File: config.mk
export PLATFORM = sky130hd
export DESIGN_NAME = cpsat_vmem
export DESIGN_NICKNAME = d
export VERILOG_FILES = /design/src/design/cpsat_pkg.sv /design/src/design/cpsat_vmem.sv
export SDC_FILE = /design/constraint.sdc
export NUM_CORES = 1
export LEC_CHECK = 0
export BUFFER_PORTS_ARGS = -buffer_cell sky130_fd_sc_hd__clkbuf_2
export CELL_PAD_IN_SITES_DETAIL_PLACEMENT = 1
export CELL_PAD_IN_SITES_GLOBAL_PLACEMENT = 2
export CORE_ASPECT_RATIO = 1.2
export CORE_MARGIN = 2
export CORE_UTILIZATION = 48
export DETAILED_ROUTE_END_ITERATION = 10
export MAX_ROUTING_LAYER = met4
export PLACE_DENSITY = 0.9
export SLEW_MARGIN = 40
export SYNTH_ARGS = -nofsm -noshare
export SYNTH_HDL_FRONTEND = slang
export SYNTH_SLANG_ARGS = --single-unit
export TNS_END_PERCENT = 20
File: constraint.sdc
create_clock -name clk_i -period 4.5 [get_ports clk_i]
set_input_delay 1.125 -clock clk_i [delete_from_list [all_inputs] [get_ports clk_i]]
set_output_delay 1.125 -clock clk_i [all_outputs]
set_load 0.05 [all_outputs]
File: src/design/cpsat_pkg.sv
// shared types and constants of the polygon collision block
package cpsat_pkg;

  localparam int MAX_VERT = 16;
  localparam int IW = $clog2(MAX_VERT);
  localparam int AW = IW + 1;
  localparam int CW = $clog2(MAX_VERT + 1);

  typedef struct packed {
    logic signed [15:0] x;
    logic signed [15:0] y;
    logic               internal;
  } vtx_t;

  typedef enum logic [4:0] {
    S_IDLE,
    S_START,
    S_EDGE_I,
    S_EDGE_J,
    S_EDGE_N,
    S_NORM_GO,
    S_NORM_W,
    S_PRD,
    S_PMX,
    S_PMY,
    S_PCMP,
    S_CHECK,
    S_SHX,
    S_SHY,
    S_SHR,
    S_OUT
  } cpsat_state_e;

  typedef enum logic [3:0] {
    N_IDLE,
    N_SQX,
    N_SQY,
    N_ROOT,
    N_DLDX,
    N_DIVX,
    N_DLDY,
    N_DIVY,
    N_FINY,
    N_DONE
  } cpsat_nstate_e;

endpackage

File: src/design/cpsat_vmem.sv
// vertex memory, polygon a in the lower half and polygon b in the upper half
module cpsat_vmem (
  input  logic                   clk_i,
  input  logic                   we_i,
  input  logic [cpsat_pkg::AW-1:0] waddr_i,
  input  cpsat_pkg::vtx_t        wdata_i,
  input  logic [cpsat_pkg::AW-1:0] raddr_i,
  output cpsat_pkg::vtx_t        rdata_o
);

  cpsat_pkg::vtx_t mem [2**cpsat_pkg::AW];

  always_ff @(posedge clk_i) begin
    if (we_i) begin
      mem[waddr_i] <= wdata_i;
    end
  end

  always_ff @(posedge clk_i) begin
    rdata_o <= mem[raddr_i];
  end

endmodule

==> impl_summary.log <==
[metrics] combinational share of power: 0.058
[metrics] Post-Syn Instances: approximately 2300
[metrics] stage delay of the slowest cell on the critical path: ~430 ps
[metrics] floorplan die width: 273 um
[metrics] area fraction of the dominant cell type after synthesis: 0.758
[metrics] chip height: 327 um
[metrics] GR Util met1: 0.314
[metrics] met2 track utilization from global routing: 0.463
[metrics] Worst-path clk slew: approximately 60 ps
[metrics] Most Used Layer, Global Route: met2
[metrics] maximum number of pins on one net before global-route repair: slightly above 90
[metrics] placed cell count: between 3000 and 4000
[metrics] share of the clock period used by the worst path after layout: 0.621
[metrics] HP Class: flip-flop to flip-flop
[metrics] worst reg2reg startpoint: mem[3][12]$_DFFE_PP_
[metrics] Worst Reg-to-Reg Cells: 5
[metrics] Syn Std Cell Area: 0.0418 mm^2
[metrics] Wirelength per Cell: 31.5 um
[metrics] most common cell after layout, fill and taps aside: edfxtp_1
[metrics] average cell area after synthesis: 17.9 um^2
[metrics] vias in the first global route: 24500
[metrics] global routing usage summed across all routing layers: 0.268
[metrics] most frequent cells in the layout: 1056 x edfxtp_1, 528 x mux2i_1, 101 x nand3_1
[metrics] CP Cell Sequence: buf_8, buf_12, buf_12, mux2i_1, a22oi_1, a31oi_1, nand3_1
[metrics] Finished Core Util: 0.547
[metrics] setup repair after global routing missed its margin: no
[metrics] number of gates resized after cts: 0
[metrics] overall routed net length: 116 mm
[metrics] Distinct cells, synth: 25
[metrics] dpl cell area: around 0.044 mm^2
[metrics] input/output buffers: 77
[metrics] post-CTS setup-driven buffer insertion count: 0
[metrics] CTS buffer count: 97
[metrics] setup TNS: 0 ps
[metrics] Non-Filler Instances: 3675
[metrics] post-route design area: 0.0473 mm^2
[metrics] drt initial violations: 2220
[metrics] worst relative slew slack: 0.452
[metrics] initial antenna violation count: 4
[metrics] worst clock skew: ~29 ps
[metrics] synthesized net count: ~2400
[metrics] Die Footprint: 0.0895 mm^2
[metrics] Initial DRT Pass Iterations: 5
[metrics] CTS H-tree depth: 3
[metrics] reg-to-reg endpoint: rdata_o[12]$_DFF_P_
[metrics] Worst Hold Path EP: rdata_o[18]$_DFF_P_
[metrics] power per cell area: between 400 and 500 mW/mm^2
[metrics] number of top-level pins: ~80
[metrics] DR vias: approximately 23000
[metrics] clk buf depth: 3
[metrics] synthesis-to-layout area growth: 13.1%
[metrics] Row Count: about 120
[metrics] register-to-register path setup slack: 2840 ps
[metrics] share of layout cells above drive strength 1: 0.138
[metrics] fill cell instance count of the final layout: about 7700
[metrics] result of the run: completed
[metrics] Tmin final: around 2800 ps
[metrics] sequential-to-total area share from yosys stat: 0.774
[metrics] hold path startpoint: mem[10][18]$_DFFE_PP_
[metrics] portion of total power attributed to the clock network: 0.411
[metrics] data arrival time at the worst-slack endpoint: between 3000 and 4000 ps
[metrics] upper clock frequency limit: roughly 360 MHz
[metrics] combined buffer and inverter count along the critical path: 3
[metrics] critical path fanouts, max: 51
[metrics] weighted congestion at the end of routability-driven global placement: between 0.8 and 0.9
[metrics] share of total power in sequential cells: 0.531
[metrics] slowest library cell on the worst path: buf_8
[metrics] met3 Track Usage GR: 0.0436
[metrics] GRT Residual Overflow: 0
[metrics] via-per-instance ratio: a little over 6
[metrics] clk sinks: 1089
[metrics] number of nets in the layout: between 2000 and 2500
[metrics] path type of the worst setup path: input port to flip-flop
[metrics] initial standard-cell utilization of the core: 0.484
[metrics] Crit path top cell by count: buf_12
[metrics] Core ar.: ~0.086 mm^2
[metrics] wire length of the first global-routing pass: about 170 mm
[metrics] kind of cell adding the most delay to the critical path: buffers and inverters
[metrics] number of failing setup endpoints in the final timing report: 0
[metrics] IR Drop Worst-Case VDD: about 0.32 mV
[metrics] clk root buf: clkbuf_16
[metrics] yosys synthesis warning count: 0
[metrics] library cell occupying the most area in the post-synthesis netlist: edfxtp_1
[metrics] switching power: about 4600 uW
[metrics] number of routed nets with antenna violations: 0
[metrics] Slew @ Worst Pin: 822 ps
[metrics] final hold vios: 0
[metrics] proportion of total power due to net switching: 0.217
[metrics] biggest area contributors in the synthesized netlist: edfxtp_1 76%, mux2i_1 13%, a22oi_1 1.8%, dfxtp_1 1.6%, a22o_1 1.4%
[metrics] internal power summed over all cells: 16700 uW
[metrics] number of max-cap violations: 0
[metrics] HPWL reported at the end of detailed placement: roughly 64 mm
[metrics] worst hold stages: 4
[metrics] DRC violation count after routing: 0
[metrics] Final Slew Violations: 0
[metrics] TritonCTS clock tree: yes
[metrics] leak pwr: approximately 0.016 uW
[metrics] Worst setup EP type: flip-flop
[metrics] #FFs+latches synth: roughly 1100
[metrics] insertion delay of the later-clocked pin in the worst-skew pair: about 670 ps
[metrics] Req. time, crit path: approximately 5000 ps
[metrics] Worst setup SP type: input port
[metrics] CTS hold repair buffers: 0
-- power by group through the flow --
stage / sequential [uW] / combinational [uW] / clock (uW)
after floorplan: 11700 / 589 / 0
final: 11300 / 1230 / 8790
after detailed placement: 11600 / 1210 / 0
after global routing: 11400 / 1290 / 9200
after CTS: 11300 / 1230 / 8880
after global placement: 11600 / 1150 / 0
-- layer usage --
layer,part of all wire,wire (um)
met1,0.37,42900
met2,0.53,60700
met3,0.067,7700
met4,0.037,4310
met5,0,0
-- cell type report --
class                      count  area (um^2)  share of cell area
antenna                        3         7.51            0.000159
clock buffer                 114         2560              0.0542
clock inverter                67          796              0.0168
multi-input combinational   1109         8880               0.188
sequential                  1089        32400               0.685
tap                         1140         1430              0.0302
timing repair buffer         153         1240              0.0263
-- worst min-delay path: cells and delay by family, from the launching register on --
kind | cells | cell delay [ps]
AND/OR/NAND/NOR | 3 | 200
multiplexers | 1 | 60
flip-flops | 1 | 320
-- cells by family after synthesis --
family / count (synthesis) / share of synthesized area
buf+inv: 134 / 0.0203
simple gates: 284 / 0.0307
compound gates: 297 / 0.0484
flops: 1089 / 0.774
mux: 528 / 0.126
-- worst max path at each step --
stage | from | cells past startpoint | slack (ps) | to
floorplan | waddr_i[1] | 3 | 900 | mem[12][0]$_DFFE_PP_
global placement | waddr_i[1] | 4 | 1070 | mem[8][29]$_DFFE_PP_
detailed placement | raddr_i[0] | 7 | 1050 | rdata_o[9]$_DFF_P_
CTS | raddr_i[0] | 7 | 1730 | rdata_o[7]$_DFF_P_
global route | raddr_i[0] | 7 | 1650 | rdata_o[7]$_DFF_P_
finish | raddr_i[0] | 7 | 1710 | rdata_o[7]$_DFF_P_
-- sequential cells by signal, indices dropped and copies added (netlist names) --
register  cells
mem        1056
rdata_o      33
-- cells in the mapped netlist --
library cell     n
a21oi_1         99
a22o_1          66
a22oi_1         99
a31oi_1         33
and2_1           1
buf_1           10
buf_2           34
buf_4           21
buf_6           23
buf_8            4
clkbuf_1        40
clkbuf_4         2
dfxtp_1         33
edfxtp_1      1056
mux2i_1        528
nand2_1        101
nand2b_1         2
nand3_1        101
nand3b_1         5
nor2_1          34
nor2b_1          2
nor3_1          33
or2_2            1
or3_1            1
or3b_2           3
-- metrics by stage --
step	hold slack, ps	power, uW	setup WS [ps]
floorplan	553	12300	898
global placement	578	12700	1070
detailed placement	594	12800	1050
CTS	610	21500	1730
global route	657	21800	1650
finish	611	21400	1710
Power figures use the tool's default switching activity.
