**config.mk**
```make
export PLATFORM = sky130hd
export DESIGN_NAME = cpsat_norm
export DESIGN_NICKNAME = d
export VERILOG_FILES = /design/src/design/cpsat_pkg.sv /design/src/design/cpsat_norm.sv
export SDC_FILE = /design/constraint.sdc
export NUM_CORES = 1
export LEC_CHECK = 0
export ABC_AREA = 1
export BUFFER_PORTS_ARGS = -buffer_cell sky130_fd_sc_hd__buf_2
export CELL_PAD_IN_SITES_DETAIL_PLACEMENT = 0
export CELL_PAD_IN_SITES_GLOBAL_PLACEMENT = 1
export CORE_UTILIZATION = 40
export CTS_CLUSTER_SIZE = 24
export DETAILED_ROUTE_END_ITERATION = 12
export GPL_ROUTABILITY_DRIVEN = 0
export MAX_ROUTING_LAYER = met4
export PLACE_DENSITY = 0.81
export SKIP_CTS_REPAIR_TIMING = 1
export SLEW_MARGIN = 10
export SYNTH_ARGS = -nofsm -noshare
export SYNTH_HDL_FRONTEND = slang
export SYNTH_SLANG_ARGS = --single-unit
```
**constraint.sdc**
```tcl
create_clock -name clk_i -period 9.97 [get_ports clk_i]
set_clock_uncertainty 0.15 [all_clocks]
set_input_delay 0.4985 -clock clk_i [delete_from_list [all_inputs] [get_ports clk_i]]
set_output_delay 0.4985 -clock clk_i [all_outputs]
set_load 0.05 [all_outputs]
```
**src/design/cpsat_pkg.sv**
```systemverilog
// shared types and constants of the polygon collision block
package cpsat_pkg;

  localparam int MAX_VERT = 16;
  localparam int IW = $clog2(MAX_VERT);
  localparam int AW = IW + 1;
  localparam int CW = $clog2(MAX_VERT + 1);

  typedef struct packed {
    logic signed [15:0] x;
    logic signed [15:0] y;
    logic               internal;
  } vtx_t;

  typedef enum logic [4:0] {
    S_IDLE,
    S_START,
    S_EDGE_I,
    S_EDGE_J,
    S_EDGE_N,
    S_NORM_GO,
    S_NORM_W,
    S_PRD,
    S_PMX,
    S_PMY,
    S_PCMP,
    S_CHECK,
    S_SHX,
    S_SHY,
    S_SHR,
    S_OUT
  } cpsat_state_e;

  typedef enum logic [3:0] {
    N_IDLE,
    N_SQX,
    N_SQY,
    N_ROOT,
    N_DLDX,
    N_DIVX,
    N_DLDY,
    N_DIVY,
    N_FINY,
    N_DONE
  } cpsat_nstate_e;

endpackage

```
**src/design/cpsat_norm.sv**
```systemverilog
// edge normal to unit axis in q2.14: bit-serial square root and two divisions
module cpsat_norm (
  input  logic               clk_i,
  input  logic               rst_ni,
  input  logic               start_i,
  input  logic signed [16:0] nx_i,
  input  logic signed [16:0] ny_i,
  output logic               done_o,
  output logic signed [15:0] ax_o,
  output logic signed [15:0] ay_o
);

  cpsat_pkg::cpsat_nstate_e state_q, state_d;

  logic signed [16:0] nx_q, ny_q;
  logic [33:0] m2_q;
  logic [61:0] rad_q;
  logic [34:0] rem_q;
  logic [30:0] root_q;
  logic [4:0]  cnt_q;
  logic [47:0] drem_q;
  logic [48:0] dsh_q;
  logic [16:0] quo_q;

  logic signed [16:0] mop;
  logic signed [33:0] sq;
  logic [33:0] m2_sum;
  logic [34:0] rem_sh, trial;
  logic        root_ge, div_ge;
  logic [16:0] mag_x, mag_y;

  function automatic logic signed [15:0] sat16(input logic neg, input logic [16:0] q);
    logic signed [15:0] r;
    if (neg && q >= 17'd32768) r = -16'sd32768;
    else if (!neg && q > 17'd32767) r = 16'sd32767;
    else if (neg) r = -$signed(q[15:0]);
    else r = $signed(q[15:0]);
    return r;
  endfunction

  assign mop     = (state_q == cpsat_pkg::N_SQX) ? nx_q : ny_q;
  assign sq      = mop * mop;
  assign m2_sum  = m2_q + $unsigned(sq);
  assign rem_sh  = {rem_q[32:0], rad_q[61:60]};
  assign trial   = {2'b00, root_q, 2'b01};
  assign root_ge = rem_sh >= trial;
  assign div_ge  = {1'b0, drem_q} >= dsh_q;
  assign mag_x   = nx_q[16] ? 17'(-nx_q) : 17'(nx_q);
  assign mag_y   = ny_q[16] ? 17'(-ny_q) : 17'(ny_q);

  always_comb begin
    state_d = state_q;
    unique case (state_q)
      cpsat_pkg::N_IDLE: if (start_i) state_d = cpsat_pkg::N_SQX;
      cpsat_pkg::N_SQX:  state_d = cpsat_pkg::N_SQY;
      cpsat_pkg::N_SQY:  state_d = (m2_sum == '0) ? cpsat_pkg::N_DONE : cpsat_pkg::N_ROOT;
      cpsat_pkg::N_ROOT: if (cnt_q == 5'd30) state_d = cpsat_pkg::N_DLDX;
      cpsat_pkg::N_DLDX: state_d = cpsat_pkg::N_DIVX;
      cpsat_pkg::N_DIVX: if (cnt_q == 5'd16) state_d = cpsat_pkg::N_DLDY;
      cpsat_pkg::N_DLDY: state_d = cpsat_pkg::N_DIVY;
      cpsat_pkg::N_DIVY: if (cnt_q == 5'd16) state_d = cpsat_pkg::N_FINY;
      cpsat_pkg::N_FINY: state_d = cpsat_pkg::N_DONE;
      cpsat_pkg::N_DONE: state_d = cpsat_pkg::N_IDLE;
      default:           state_d = cpsat_pkg::N_IDLE;
    endcase
  end

  always_comb begin
    done_o = (state_q == cpsat_pkg::N_DONE);
  end

  always_ff @(posedge clk_i or negedge rst_ni) begin
    if (!rst_ni) begin
      state_q <= cpsat_pkg::N_IDLE;
    end else begin
      state_q <= state_d;
    end
  end

  always_ff @(posedge clk_i) begin
    case (state_q)
      cpsat_pkg::N_IDLE: begin
        nx_q <= nx_i;
        ny_q <= ny_i;
      end
      cpsat_pkg::N_SQX: m2_q <= $unsigned(sq);
      cpsat_pkg::N_SQY: begin
        rad_q  <= {m2_sum, 28'd0};
        rem_q  <= '0;
        root_q <= '0;
        cnt_q  <= '0;
        ax_o   <= '0;
        ay_o   <= '0;
      end
      cpsat_pkg::N_ROOT: begin
        rem_q  <= root_ge ? rem_sh - trial : rem_sh;
        root_q <= {root_q[29:0], root_ge};
        rad_q  <= {rad_q[59:0], 2'b00};
        cnt_q  <= cnt_q + 5'd1;
      end
      cpsat_pkg::N_DLDX: begin
        // rounded quotient as floor((2*mag + r) / (2*r))
        drem_q <= {2'b00, mag_x, 29'd0} + {17'd0, root_q};
        dsh_q  <= {1'b0, root_q, 1'b0, 16'd0};
        quo_q  <= '0;
        cnt_q  <= '0;
      end
      cpsat_pkg::N_DIVX, cpsat_pkg::N_DIVY: begin
        if (div_ge) drem_q <= drem_q - dsh_q[47:0];
        quo_q <= {quo_q[15:0], div_ge};
        dsh_q <= {1'b0, dsh_q[48:1]};
        cnt_q <= cnt_q + 5'd1;
      end
      cpsat_pkg::N_DLDY: begin
        ax_o   <= sat16(nx_q[16], quo_q);
        drem_q <= {2'b00, mag_y, 29'd0} + {17'd0, root_q};
        dsh_q  <= {1'b0, root_q, 1'b0, 16'd0};
        quo_q  <= '0;
        cnt_q  <= '0;
      end
      cpsat_pkg::N_FINY: ay_o <= sat16(ny_q[16], quo_q);
      default: ;
    endcase
  end

endmodule

```
==> flow_metrics.py <==
metrics = {
    "critical_path": {
        "cp_max_fo": 28,
        "path_class": "reg -> reg",
        "critPathMaxStageDelay_ps": 550,
        "worst_path_max_delay_cell": "fa_1",
        "critical_path_required_ps": 10290,
        "endpoint": "state_q[1]",
        "r2r_cells": 47,
        "r2r_start": "state_q[2]",
        "cp-startpoint": "state_q[2]",
        "cp.arrival_ps": 9690,
        "endpoint_kind": "flip-flop",
        "r2r_end": "state_q[1]",
        "cpMostUsedCell": "nand2_1",
        "start_kind": "flip-flop",
        "r2r_setup_slack_ps": 600,
    },
    "routing": {
        "vias_per_cell": 5.07,
        "vias": 25900,
        "drtIter0Drc": 1993,
        "drc": 0,
        "ant_nets": 0,
        "wl_um": 86900,
        "avgRoutedWirePerCell_um": 17.0,
        "firstDrtPassIters": 6,
    },
    "clocking": {
        "clock-sinks": 319,
        "path_clk_slew_ps": 60,
        "cts_buffers": 42,
        "root_buffer": "clkbuf_16",
        "cts_tree": "yes",
        "clkLatencyLatePin_ps": 590,
        "max-clock-path-buffers": 3,
        "cts_max_level": 2,
    },
    "synth": {
        "yosysTopAreaCell": "edfxtp_1",
        "synth_nets": 4437,
        "synthDistinctLibCells": 56,
        "async_reset_ff_share_pct": 1.25,
        "synth_area_leaders": "edfxtp_1 30%, fa_1 17%, nand2_1 9.8%",
        "synth_common_cells": "827 x nand2_1, 782 x inv_1, 398 x nor2_1, 315 x edfxtp_1, 269 x fa_1",
        "synth-main-ff-cell": "edfxtp_1",
        "syn_avg_cell_area_sq_um": 8.07,
        "synth_top_area_share_pct": 29.9,
        "synth_seq_cells": 319,
        "synthCells": 3921,
        "ys_warn_count": 0,
        "synth.most_common_cell": "nand2_1",
        "ys_seq_area_share_pct": 30.2,
        "synth-edff-count": 315,
        "synth_area_sq_um": 31600,
    },
    "global_routing": {
        "grt_pass1_wl_um": 141000,
        "grt_pass1_vias": 26000,
        "track_usage_pct": 22.5,
        "grt_overflow": 0,
        "grt_max_degree": 92,
        "antenna_found_initial": 1,
    },
    "final_layout": {
        "design_area_sq_um": 35300,
        "area.growth.synth_to_final_pct": 11.4,
        "num_antenna_cells": 0,
        "final_nets": 4564,
        "final_util_pct": 45.3,
        "multiInputGateArea_sq_um": 18800,
        "drive_above_1_share_pct": 7.01,
        "num-fill-cells": 7771,
        "register_area_sq_um": 9560,
    },
    "floorplan": {
        "rows": 102,
        "fp.coreArea_sq_um": 77800,
        "die_h_um": 283,
        "die_area_sq_um": 80200,
        "ios": 70,
        "die_x_um": 283,
        "start_util_pct": 40.6,
    },
    "timing": {
        "clock.fmax_ghz": 0.107,
        "worst_pin_slew_ps": 1060,
        "fin_tns_setup_ps": 0,
        "setup_viol": 0,
        "slew_headroom_pct": 29.4,
        "fin_crit_sh_pct": 94.0,
        "period_needed_ps": 9370,
        "rsz0062_at_grt": "false",
        "fin_ws_ps": 598,
        "slew_viol_final": 0,
        "hold_violations": 0,
    },
    "job": {
        "drv_cap": 0,
    },
    "place": {
        "dpl_cell_area_sq_um": 33400,
        "dp_hpwl_um": 69600,
        "io_buffers": 69,
        "place_ws_ps": 309,
    },
    "status": {
        "outcome": "complete, no violations",
    },
    "min_path": {
        "hold_path.class": "in -> reg",
    },
}
## cell families after synthesis
group | after synthesis | synth area share, %
and+or+nand+nor | 1528 | 20.0
buffers and inverters | 878 | 10.6
AOI/OAI and AO/OA | 596 | 10.5
adders and majority gates | 479 | 25.3
DFF | 319 | 30.2
xor gates and xnor gates | 121 | 3.35
## registers in the layout, indices dropped and copies added (netlist names)
| name | count |
|---|---|
| ny_q | 17 |
| ay_o | 16 |
| drem_q | 48 |
| dsh_q | 48 |
| rad_q | 34 |
| state_q | 4 |
| rem_q | 33 |
| root_q | 31 |
| ax_o | 16 |
| quo_q | 17 |
| m2_q | 33 |
| nx_q | 17 |
| cnt_q | 5 |
## cell type report
type	count	share of cell area, %
Multi-Input combinational cell	2724	53.3
Sequential cell	319	27.1
Inverter	801	8.56
Tap cell	1040	3.69
Timing Repair Buffer	160	3.21
Clock buffer	46	3.05
Clock inverter	29	1.03
## cells in the final DEF (no fill, tap or decap), types with 7 or more instances in the layout
cell type,Yosys,layout
nand2_1,827,827
inv_1,782,773
nor2_1,398,388
edfxtp_1,315,315
fa_1,269,268
o21ai_0,228,226
ha_1,210,209
a21oi_1,204,203
nand3_1,160,160
xor2_1,72,72
buf_2,20,69
buf_4,3,54
xnor2_1,49,49
a31oi_1,46,46
clkbuf_16,0,42
nor3_1,39,39
dlygate4sd3_1,0,35
nand4_1,33,33
o21ai_1,23,24
inv_2,16,23
a21o_1,23,23
o21bai_1,14,14
o21ai_2,13,13
nor4_1,15,13
nor2_2,6,11
o211ai_1,11,11
nor2_4,4,9
clkinv_1,2,9
and2_1,9,9
o21a_1,8,8
or2_2,8,8
bufinv_16,0,7
## per-layer routing
layer / track usage [%] / routed length [um] / vias to the layer above
li1: - / - / 12800
met1: 29.9 / 39100 / 12400
met2: 36.7 / 41500 / 599
met3: 2.42 / 4070 / 127
met4: 5.81 / 2200 / 0
met5: - / 0 / -
## worst max-delay path, delay by kind of cell (launching register included)
| family | cells | cell delay (ps) |
|---|---|---|
| fa+ha+maj | 8 | 3500 |
| simple gates | 21 | 2530 |
| compound gates | 7 | 1250 |
| buf+inv | 10 | 1220 |
| flops | 1 | 460 |
| xor+xnor | 1 | 150 |
## worst min path at each step
stage               startpoint    endpoint  slack, ps  cells after the start
finish                 start_i  state_q[0]        140                      3
global route           start_i  state_q[0]        130                      3
CTS                     rst_ni  state_q[0]       -420                      1
detailed placement      rst_ni  state_q[0]        200                      1
global placement        rst_ni  state_q[0]        200                      1
floorplan               rst_ni  state_q[0]         50                      0
## per-stage QoR
stage                     hold WS, ps  instances
after floorplan                  52.9       3921
after global placement            201       5004
after detailed placement          204       5004
after CTS                        -419       5079
after global routing              132       5119
final                             144       5119
Power is left out: the tool's default activity adds up to more than one toggle a clock period on the data nets, which glitch-free logic cannot reach.
